## config.mk

```make
export PLATFORM = sky130hd
export DESIGN_NAME = humidity_temp_frame_decoder_top
export DESIGN_NICKNAME = d
export VERILOG_FILES = /design/src/hdl/htfd_pkg.sv /design/src/hdl/htfd_front.sv /design/src/hdl/htfd_queue.sv /design/src/hdl/htfd_back.sv /design/src/hdl/humidity_temp_frame_decoder_top.sv
export SDC_FILE = /design/constraint.sdc
export NUM_CORES = 1
export LEC_CHECK = 0
export ABC_AREA = 1
export BUFFER_PORTS_ARGS = -buffer_cell sky130_fd_sc_hd__buf_4
export CAP_MARGIN = 10
export CORE_ASPECT_RATIO = 0.8
export CORE_MARGIN = 4
export CORE_UTILIZATION = 66
export CTS_BUF_LIST = sky130_fd_sc_hd__clkbuf_2
export DETAILED_ROUTE_END_ITERATION = 8
export PLACE_DENSITY_LB_ADDON = 0.1
export SYNTH_ARGS = -nofsm -noshare
export SYNTH_HDL_FRONTEND = slang
export SYNTH_SLANG_ARGS = --single-unit
```

## constraint.sdc

```tcl
create_clock -name clk_i -period 5.86 [get_ports clk_i]
set_input_delay 0 -clock clk_i [delete_from_list [all_inputs] [get_ports clk_i]]
set_output_delay 0 -clock clk_i [all_outputs]
set_load 0.005 [all_outputs]
```

## src/hdl/htfd_pkg.sv

```systemverilog
// Shared types, constants and the CRC-8 step for the humidity/temperature frame decoder.
// No dependencies.
package htfd_pkg;

  localparam logic [7:0]  CRC_INIT  = 8'hFF;
  localparam logic [7:0]  CRC_POLY  = 8'h31;

  // Byte slots of the six-byte reply
  localparam logic [2:0]  POS_T_MSB = 3'd0;
  localparam logic [2:0]  POS_T_LSB = 3'd1;
  localparam logic [2:0]  POS_T_CRC = 3'd2;
  localparam logic [2:0]  POS_H_MSB = 3'd3;
  localparam logic [2:0]  POS_H_LSB = 3'd4;
  localparam logic [2:0]  POS_H_CRC = 3'd5;

  // Conversion constants, results in hundredths
  localparam logic [14:0] TEMP_SCALE  = 15'd17500;
  localparam logic [13:0] HUM_SCALE   = 14'd12500;
  localparam logic [15:0] FULL_SCALE  = 16'd65535;
  localparam logic [16:0] TEMP_OFFSET = 17'd4500;
  localparam logic [15:0] HUM_OFFSET  = 16'd600;
  localparam logic [15:0] HUM_MAX     = 16'd10000;

  // One complete frame handed from front to back
  typedef struct packed {
    logic [15:0] temp_word;
    logic [15:0] hum_word;
    logic        temp_ok;
    logic        hum_ok;
  } htfd_job_t;

  // CRC-8, MSB first, one byte
  function automatic logic [7:0] crc8_byte(input logic [7:0] crc, input logic [7:0] data);
    logic [7:0] c;
    c = crc ^ data;
    for (int i = 0; i < 8; i++) begin
      if (c[7]) begin
        c = {c[6:0], 1'b0} ^ CRC_POLY;
      end else begin
        c = {c[6:0], 1'b0};
      end
    end
    return c;
  endfunction

endpackage

```

## src/hdl/htfd_front.sv

```systemverilog
// Front end: takes reply bytes, tracks the byte slot, runs the CRC and assembles words.
// Depends on htfd_pkg.
module htfd_front (
  input  logic                clk_i,
  input  logic                rst_ni,
  input  logic                beat_i,
  input  logic [7:0]          rx_byte_i,
  input  logic                frame_start_i,
  output logic                push_o,
  output htfd_pkg::htfd_job_t job_o
);
  import htfd_pkg::*;

  logic [2:0]  pos_q, pos_d, pos;
  logic [7:0]  crc_q, crc_d;
  logic [15:0] tword_q, tword_d;
  logic [7:0]  hhi_q, hhi_d;
  logic [7:0]  hlo_q, hlo_d;
  logic        tok_q, tok_d;

  // frame_start realigns; a slot beyond the last is taken as the first
  assign pos = (frame_start_i || pos_q > POS_H_CRC) ? POS_T_MSB : pos_q;

  always_comb begin
    pos_d   = pos_q;
    crc_d   = crc_q;
    tword_d = tword_q;
    hhi_d   = hhi_q;
    hlo_d   = hlo_q;
    tok_d   = tok_q;
    push_o  = 1'b0;
    job_o.temp_word = tword_q;
    job_o.hum_word  = {hhi_q, hlo_q};
    job_o.temp_ok   = tok_q;
    job_o.hum_ok    = (crc_q == rx_byte_i);
    if (beat_i) begin
      pos_d = pos + 3'd1;
      unique case (pos)
        POS_T_LSB: begin
          crc_d   = crc8_byte(crc_q, rx_byte_i);
          tword_d = {tword_q[15:8], rx_byte_i};
        end
        POS_T_CRC: begin
          tok_d = (crc_q == rx_byte_i);
          crc_d = CRC_INIT;
        end
        POS_H_MSB: begin
          crc_d = crc8_byte(crc_q, rx_byte_i);
          hhi_d = rx_byte_i;
        end
        POS_H_LSB: begin
          crc_d = crc8_byte(crc_q, rx_byte_i);
          hlo_d = rx_byte_i;
        end
        POS_H_CRC: begin
          push_o = 1'b1;
          crc_d  = CRC_INIT;
          pos_d  = POS_T_MSB;
        end
        default: begin
          crc_d   = crc8_byte(CRC_INIT, rx_byte_i);
          tword_d = {rx_byte_i, 8'h00};
        end
      endcase
    end
  end

  always_ff @(posedge clk_i or negedge rst_ni) begin
    if (!rst_ni) begin
      pos_q   <= POS_T_MSB;
      crc_q   <= CRC_INIT;
      tword_q <= '0;
      hhi_q   <= '0;
      hlo_q   <= '0;
      tok_q   <= 1'b0;
    end else begin
      pos_q   <= pos_d;
      crc_q   <= crc_d;
      tword_q <= tword_d;
      hhi_q   <= hhi_d;
      hlo_q   <= hlo_d;
      tok_q   <= tok_d;
    end
  end

endmodule

```

## src/hdl/htfd_queue.sv

```systemverilog
// Short frame queue between front and back end.
// Depends on htfd_pkg.
module htfd_queue #(
  parameter int unsigned DEPTH = 2
) (
  input  logic                clk_i,
  input  logic                rst_ni,
  input  logic                push_i,
  input  htfd_pkg::htfd_job_t push_job_i,
  output logic                full_o,
  input  logic                pop_i,
  output logic                empty_o,
  output htfd_pkg::htfd_job_t head_o
);
  import htfd_pkg::*;

  localparam int unsigned PW = (DEPTH > 1) ? $clog2(DEPTH) : 1;
  localparam int unsigned CW = $clog2(DEPTH + 1);
  localparam logic [PW-1:0] LAST = PW'(DEPTH - 1);
  localparam logic [CW-1:0] FULL = CW'(DEPTH);

  htfd_job_t       mem_q [DEPTH];
  logic [PW-1:0]   wr_q, rd_q;
  logic [CW-1:0]   cnt_q;

  assign full_o  = (cnt_q == FULL);
  assign empty_o = (cnt_q == '0);
  assign head_o  = mem_q[rd_q];

  always_ff @(posedge clk_i) begin
    if (push_i) begin
      mem_q[wr_q] <= push_job_i;
    end
  end

  always_ff @(posedge clk_i or negedge rst_ni) begin
    if (!rst_ni) begin
      wr_q  <= '0;
      rd_q  <= '0;
      cnt_q <= '0;
    end else begin
      if (push_i) begin
        wr_q <= (wr_q == LAST) ? '0 : wr_q + PW'(1);
      end
      if (pop_i) begin
        rd_q <= (rd_q == LAST) ? '0 : rd_q + PW'(1);
      end
      if (push_i && !pop_i) begin
        cnt_q <= cnt_q + CW'(1);
      end else if (pop_i && !push_i) begin
        cnt_q <= cnt_q - CW'(1);
      end
    end
  end

endmodule

```

## src/hdl/htfd_back.sv

```systemverilog
// Back end: scales both words to hundredths in two stages, ending in the output register.
// Depends on htfd_pkg.
module htfd_back (
  input  logic                clk_i,
  input  logic                rst_ni,
  input  logic                job_valid_i,
  input  htfd_pkg::htfd_job_t job_i,
  output logic                job_take_o,
  output logic                out_valid_o,
  input  logic                out_stall_i,
  output logic signed [14:0]  temperature_centi_o,
  output logic [13:0]         humidity_centi_o,
  output logic                temp_crc_ok_o,
  output logic                hum_crc_ok_o,
  output logic                reading_valid_o
);
  import htfd_pkg::*;

  // floor(x / 65535) for x < 65535 * 2^15: x = a*65536 + b = a*65535 + (a + b)
  function automatic logic [15:0] div_full_scale(input logic [30:0] x);
    logic [16:0] s;
    s = {2'b00, x[30:16]} + {1'b0, x[15:0]};
    return {1'b0, x[30:16]} + ((s >= {1'b0, FULL_SCALE}) ? 16'd1 : 16'd0);
  endfunction

  logic        v1_q, v2_q, adv1, adv2;
  logic [30:0] tprod_q;
  logic [29:0] hprod_q;
  logic        tok1_q, hok1_q;
  logic [15:0] tq, hq, hsub;
  logic [16:0] tsum;
  logic signed [14:0] temp_d;
  logic [13:0] hum_d;
  logic        valid1;

  assign adv2       = !v2_q || !out_stall_i;
  assign adv1       = !v1_q || adv2;
  assign job_take_o = job_valid_i && adv1;
  assign out_valid_o = v2_q;

  assign valid1 = tok1_q && hok1_q;
  assign tq     = div_full_scale(tprod_q);
  assign hq     = div_full_scale({1'b0, hprod_q});
  assign tsum   = {1'b0, tq} - TEMP_OFFSET;
  assign hsub   = hq - HUM_OFFSET;

  always_comb begin
    temp_d = '0;
    hum_d  = '0;
    if (valid1) begin
      temp_d = signed'(tsum[14:0]);
      if (hq < HUM_OFFSET) begin
        hum_d = '0;
      end else if (hsub > HUM_MAX) begin
        hum_d = HUM_MAX[13:0];
      end else begin
        hum_d = hsub[13:0];
      end
    end
  end

  always_ff @(posedge clk_i) begin
    if (adv1 && job_valid_i) begin
      tprod_q <= {15'd0, job_i.temp_word} * {16'd0, TEMP_SCALE};
      hprod_q <= {14'd0, job_i.hum_word} * {16'd0, HUM_SCALE};
      tok1_q  <= job_i.temp_ok;
      hok1_q  <= job_i.hum_ok;
    end
    if (adv2 && v1_q) begin
      temperature_centi_o <= temp_d;
      humidity_centi_o    <= hum_d;
      temp_crc_ok_o       <= tok1_q;
      hum_crc_ok_o        <= hok1_q;
      reading_valid_o     <= valid1;
    end
  end

  always_ff @(posedge clk_i or negedge rst_ni) begin
    if (!rst_ni) begin
      v1_q <= 1'b0;
      v2_q <= 1'b0;
    end else begin
      if (adv1) begin
        v1_q <= job_valid_i;
      end
      if (adv2) begin
        v2_q <= v1_q;
      end
    end
  end

endmodule

```

## src/hdl/humidity_temp_frame_decoder_top.sv

```systemverilog
// Top level of the humidity/temperature frame decoder: front end, frame queue, back end.
// Depends on htfd_pkg, htfd_front, htfd_queue and htfd_back.
//
//   channel | direction | handshake            | payload
//   --------+-----------+----------------------+--------------------------------------
//   in      | sink      | in_valid_i/in_stall_o | rx_byte_i, frame_start_i
//   out     | source    | out_valid_o/out_stall_i | temperature_centi_o, humidity_centi_o,
//           |           |                      | temp_crc_ok_o, hum_crc_ok_o, reading_valid_o
//
// One byte beat per cycle while in_stall_o is low; the CRC step is one unrolled byte-wide
// update in the front end. The edge that takes the sixth byte enters the frame in the queue;
// it then passes through the multiply stage and the output register (scaling by 65535 done
// as a fold and one correction compare).
// Reset clears the byte slot, the CRC to its seed, the queue and all stage valids.
// in_stall_o is high only while the frame queue is full; the back end stalls on out_stall_i
// without holding the front end until the queue fills.
module humidity_temp_frame_decoder_top #(
  parameter int unsigned QUEUE_DEPTH = 2
) (
  input  logic               clk_i,
  input  logic               rst_ni,
  input  logic               in_valid_i,
  output logic               in_stall_o,
  input  logic [7:0]         rx_byte_i,
  input  logic               frame_start_i,
  output logic               out_valid_o,
  input  logic               out_stall_i,
  output logic signed [14:0] temperature_centi_o,
  output logic [13:0]        humidity_centi_o,
  output logic               temp_crc_ok_o,
  output logic               hum_crc_ok_o,
  output logic               reading_valid_o
);
  import htfd_pkg::*;

  logic      beat;       // accepted input byte
  logic      push;       // sixth byte seen, frame complete
  logic      q_full, q_empty, q_pop;
  htfd_job_t job_in, job_head;

  assign beat       = in_valid_i && !in_stall_o;
  assign in_stall_o = q_full;

  htfd_front u_front (
    .clk_i         (clk_i),
    .rst_ni        (rst_ni),
    .beat_i        (beat),
    .rx_byte_i     (rx_byte_i),
    .frame_start_i (frame_start_i),
    .push_o        (push),
    .job_o         (job_in)
  );

  htfd_queue #(
    .DEPTH (QUEUE_DEPTH)
  ) u_queue (
    .clk_i      (clk_i),
    .rst_ni     (rst_ni),
    .push_i     (push),
    .push_job_i (job_in),
    .full_o     (q_full),
    .pop_i      (q_pop),
    .empty_o    (q_empty),
    .head_o     (job_head)
  );

  htfd_back u_back (
    .clk_i               (clk_i),
    .rst_ni              (rst_ni),
    .job_valid_i         (!q_empty),
    .job_i               (job_head),
    .job_take_o          (q_pop),
    .out_valid_o         (out_valid_o),
    .out_stall_i         (out_stall_i),
    .temperature_centi_o (temperature_centi_o),
    .humidity_centi_o    (humidity_centi_o),
    .temp_crc_ok_o       (temp_crc_ok_o),
    .hum_crc_ok_o        (hum_crc_ok_o),
    .reading_valid_o     (reading_valid_o)
  );

endmodule
```

# Word-level counts from Yosys, hierarchy flattened
# Memories as Yosys holds them, arrays and structs flattened.
# Index checks and enable logic that the tools add are counted.
# op_classes
n_reduce_logical	28
eq_ne	7
addsub	11
bitwise_logic	35
mul	2
magnitude_cmp	5
muxes	101
# op_table
op	n
$mux 8	56
$mux 6	30
$not 3->3	30
$ge 17x16->1 const B	2
$pmux 16 s2	1
$pmux 8 s4	1
$mul 16x13->29 const B	1
$mul 16x12->28 const B	1
$add 14x16->17	1
$add 15x16->17	1
$add 14x16->16	1
$gt 16x14->1 const B	1
$lt 16x10->1 const B	1
$sub 16x10->16 const B	1
$add 15x15->15	1
$sub 15x13->15 const B	1
$mux 14	1
$eq 8x8->1	1
$mux 1	8
$not 8->8	1
$reduce_and 2->1	4
$xor 8x8->8	1
$logic_not 1->1	7
$eq 3x2->1 const B	2
other kinds (20)	34
# totals
out_inout_bits	34
mem_bits_rw	68
elab_cells	212
register_bits	141
mem_count	1
# memory_table
memory	words	word_bits	read_ports	rd_clocked_by_memory_dff	wr	line	rtl
u_queue.mem_q	2	34	1	0	1	htfd_queue.sv:22	htfd_job_t mem_q [DEPTH];

# Longest topological paths before layout
# depth
ltp_word	34
ltp_mapped	34
mapped_depth_nobuf	34

# Cells and area by module
# From an unflattened synthesis, not the netlist that was laid out.
# hier_totals
cells_unflattened	1752
area_unflattened_um2	17106.4
# modules_own_cells
module	area_each_um2	seq_area_each_um2	n_inst	cells_each
htfd_back	11822.6	2782.7	1	1312
htfd_queue	2811.4	2142.1	1	131
htfd_front	2458.6	1111.1	1	306
humidity_temp_frame_decoder_top	13.8	0.0	1	3

# Worst setup path after synthesis
# Ideal clock, no wire load.
# synth_path
path_type	register to register
from	reg u_queue.rd_q
to	reg u_back.hprod_q[27] (data pin)
required_ns	5.598
stages_incl_launch_ff	23
period_less_slack_ns	5.234
setup_time_ns	0.262
slack_ns	0.626
arrival_ns	4.972
cell_sequence	dfrtp_1 > clkbuf_1 > inv_1 > clkbuf_1 > clkbuf_1 > nand2_1 > nand2_1 > ha_1 > ha_1 > fa_1 > inv_1 > fa_1 > fa_1 > inv_1 > ha_1 > a21oi_1 > o21a_1 > inv_1 > a21oi_1 > nand2_1 > a21boi_0 > o21bai_1 > xor2_1
# synth_between
elab_chain_len	2
# synth_lines
item	line	rtl
start: declaration	htfd_queue.sv:23	logic [PW-1:0] wr_q, rd_q;
start signal: assignment	htfd_queue.sv:46	rd_q <= (rd_q == LAST) ? '0 : rd_q + PW'(1);
$mem_v2 2x34	--	
$mul 16x12->28	htfd_back.sv:65	hprod_q <= {14'd0, job_i.hum_word} * {16'd0, HUM_SCALE};
end signal: assignment	htfd_back.sv:65	
end: declaration	htfd_back.sv:28	logic [29:0] hprod_q;
# Every way passes these cells.
# A chain may end at the register's enable or synchronous reset.

# Final worst setup path
# layout_path
from	reg u_queue.rd_q
to	reg u_back.hprod_q[26] (data pin)
# Same word-level chain as after synthesis.

==> summary.txt <==
DRC viols = 0
share of layout cells above drive strength 1 = 11.5%
Die Ht = 151 um
Critical Path, Cell by Cell = clkinvlp_4 > buf_4 > or2_2 > o21ai_0 > inv_1 > ha_1 > ha_1 > inv_1 > fa_1 > inv_1 > fa_1 > fa_1 > ha_1 > a21oi_1 > o21ai_0 > a21oi_1 > nand3_1 > a31oi_1 > xor2_1
vias per cell = 5.44
Post-CTS Setup Inserts = 0
Starting Density = 68.0%
hold crit path type = in -> reg
CP Class = reg -> reg
post-synthesis sequential area ratio = 35.9%
CTS tree = done
io pins = 47
Skew-Pair Late Insertion Delay = 0.83 ns
CTS sink count = 209
final wirelength = 37200 um
Worst Path Buf+Inv = 5
Post-Syn Instances = 1782
Crit. End Element = flop
post-synth net total = 2117
gpl congestion = 0.919
Unique masters post-synth = 51
DR WL/cell = 16.5 um
relative slew slack = 21.1%
fmax = 181 MHz
H-tree depth = 2
Ys Warns = 0
total die area = 28100 um^2
Post-synth top flop = edfxtp_1
Starting DRT DRC Count = 758
final setup margin = 0.344 ns
clock buffer depth = 3
CTS root buffer = clkbuf_2
Final Skew = 0.0872 ns
top cell family by delay on the critical path = adder cells
minimum clock period = 5.52 ns
setup_tns = 0 ns
Max Cap Viol = 0
Avg Inst Size Synth = 9.42 um^2
final setup fails = 0
first-pass iteration count of the detailed router = 6
gr usage total = 27.1%
Remaining Overflow, GRT = 0
pin count of the biggest net entering global routing = 60
Slowest Stage Delay on Critical Path = 0.51 ns
CP startpoint = u_queue.rd_q$_DFFE_PN0P_
worst slack at placement = 0.341 ns
share of the cycle needed by the critical path after routing = 94.1%
Num CTS Buffers = 51
startpoint types = flop
status = finished clean
RSZ-0062 raised after global routing = no
Max FO, Critical Path = 16
Die Wd = 186 um
Rows = 51
first-pass GRT wire length = 61700 um
reg2reg setup slack = 0.34 ns
FF-to-FF End = u_back.hprod_q[26]$_DFFE_PP_
Slowest-stage cell, CP = fa_1
Netlist Area Pre-Place = 16800 um^2
HP Start = rx_byte_i[3]
Synth Register Bits = 209
worst-margin pin slew = 1.17 ns
final hold vios = 0
worst setup path endpoint = u_back.hprod_q[26]$_DFFE_PP_
final instance area = 18500 um^2
Antenna Nets Post-Route = 0
DP HPWL = 28900 um
WP depth = 19
placed cell area = 17500 um^2
vias in the first global route = 12300
Reg-to-Reg Start = u_queue.rd_q$_DFFE_PN0P_
initial antenna violation count = 1
crit path DAT = 6.10 ns
Max Slew Vio Count = 0
Async SR Flop Fraction = 23.9%
Core ar. = 24700 um^2
Final #Nets = 2242
CP required = 6.44 ns
clock-pin slew on the worst setup and hold paths = 0.10 ns
via count = 12300
R2R cell count = 19
EDFF count, synth = 159
Layout area overhead = 10.0%
IO Port Bufs = 46
[what timing repair did]
| action | 4_1_cts | 5_1_grt |
|---|---|---|
| hold buffers | 39 | 0 |
| hold endpoints to repair | 131 | 0 |
| resized for setup | 0 | 15 |
| setup endpoints to repair | 0 | 8 |
[through the flow]
stage	hold WS, ns	utilization (%)	instances
final	0.119	74.8	2262
after global routing	0.115	74.8	2262
after CTS	0.0502	74.7	2260
after detailed placement	0.0711	70.9	2132
after global placement	0.0732	70.9	2132
after floorplan	-0.296	-	1782
[state kept, by name, summed over array words and instances, names as in the netlist]
| register | count |
|---|---|
| u_back.out_valid_o | 1 |
| u_back.v1_q | 1 |
| u_back.reading_valid_o | 1 |
| u_back.humidity_centi_o | 14 |
| u_back.tok1_q | 1 |
| u_back.hok1_q | 1 |
| u_front.pos_q | 3 |
| u_front.crc_q | 8 |
| u_front.tok_q | 1 |
| u_queue.rd_q | 1 |
| u_front.tword_q | 16 |
| u_queue.mem_q | 68 |
| u_back.hprod_q | 28 |
| u_front.hlo_q | 8 |
| u_back.tprod_q | 29 |
| u_queue.cnt_q | 2 |
| u_back.temperature_centi_o | 15 |
| u_back.hum_crc_ok_o | 1 |
| u_front.hhi_q | 8 |
| u_queue.wr_q | 1 |
| u_back.temp_crc_ok_o | 1 |
[kinds of logic after synthesis]
| kind of cell | Yosys count | share of synthesized area (%) |
|---|---|---|
| simple gates | 568 | 15.2 |
| mux | 1 | 0.0671 |
| fa+ha+maj | 322 | 28.1 |
| xor+xnor | 104 | 5.47 |
| flops | 209 | 35.9 |
| compound gates | 215 | 7.06 |
| buf+inv | 363 | 8.16 |
[how the worst min path moves through the flow]
stage                                       to  cells past startpoint  slack [ns]
2_1_floorplan   u_back.out_valid_o$_DFFE_PN0P_                      0       -0.30
3_3_place_gp      u_queue.cnt_q[0]$_DFFE_PN0P_                      1        0.07
3_5_place_dp   u_front.tword_q[15]$_DFFE_PN0P_                      1        0.07
4_1_cts           u_front.crc_q[7]$_DFFE_PN1P_                      4        0.05
5_1_grt           u_front.pos_q[1]$_DFFE_PN0P_                      5        0.12
6_report          u_front.crc_q[7]$_DFFE_PN1P_                      4        0.12
[cells in the mapped netlist (all sizes together), types with 5 or more instances]
| master | n | share of area [%] |
|---|---|---|
| fa | 91 | 11 |
| o211ai | 5 | 0.25 |
| clkbuf | 18 | 0.41 |
| nand3 | 79 | 2.6 |
| nor2 | 98 | 2.6 |
| xnor2 | 37 | 1.9 |
| nand2 | 327 | 7.7 |
| inv | 340 | 7.6 |
| or2 | 24 | 0.89 |
| ha | 231 | 17 |
| o21ai | 87 | 2.6 |
| edfxtp | 159 | 28 |
| xor2 | 67 | 3.5 |
| a21oi | 89 | 2.7 |
| nand4 | 15 | 0.56 |
| a31oi | 7 | 0.26 |
| nor3 | 15 | 0.45 |
| dfstp | 8 | 1.3 |
| dfrtp | 42 | 6.3 |
| o21bai | 7 | 0.31 |
[metal layers]
layer,global-route usage (%),share of wire [%]
met2,42.4,44
met3,4.15,6.2
met4,7.39,2.3
met5,0,0
met1,40.2,48
[placed cells by master (no fill, tap or decap), types with 6 or more instances in the layout]
cell type      netlist  layout
inv_1              335     332
ha_1               231     231
o21bai_1             7       7
xor2_1              66      66
dfstp_2              8       8
inv_2                5       8
buf_4                1      53
or2_2               24      24
dfrtp_1             42      41
dlygate4sd3_1        0      38
nor2_4               6       6
nand4_1             15      15
nor2_2              12      15
clkbuf_2             1      71
nand2_2             12      12
a21oi_1             88      88
nor2_1              80      77
o21ai_0             82      73
fa_1                91      91
xnor2_1             37      37
edfxtp_1           159     159
a31oi_1              7       7
nand3_1             75      75
o21ai_1              5      14
nor3_1              15      15
nand2_1            311     311
clkinv_1             2      11
[final cells by class]
type	instances	area [um^2]
Sequential cell	209	6040
Fill cell	1758	6220
Clock buffer	71	355
Timing Repair Buffer	92	806
Tap cell	318	398
Timing Repair inverter	1	7.51
Antenna cell	1	2.50
Multi-Input combinational cell	1210	9400
Inverter	342	1290
Clock inverter	18	181
[tightest hold or removal path, cell delays in order]
cell           delay (ns)
dlygate4sd3_1        0.53
buf_4                0.17
xor2_1               0.15
a221oi_1             0.09
Power is not shown: default switching activity piles up to over one toggle a cycle in this logic, so the estimate is an artifact.
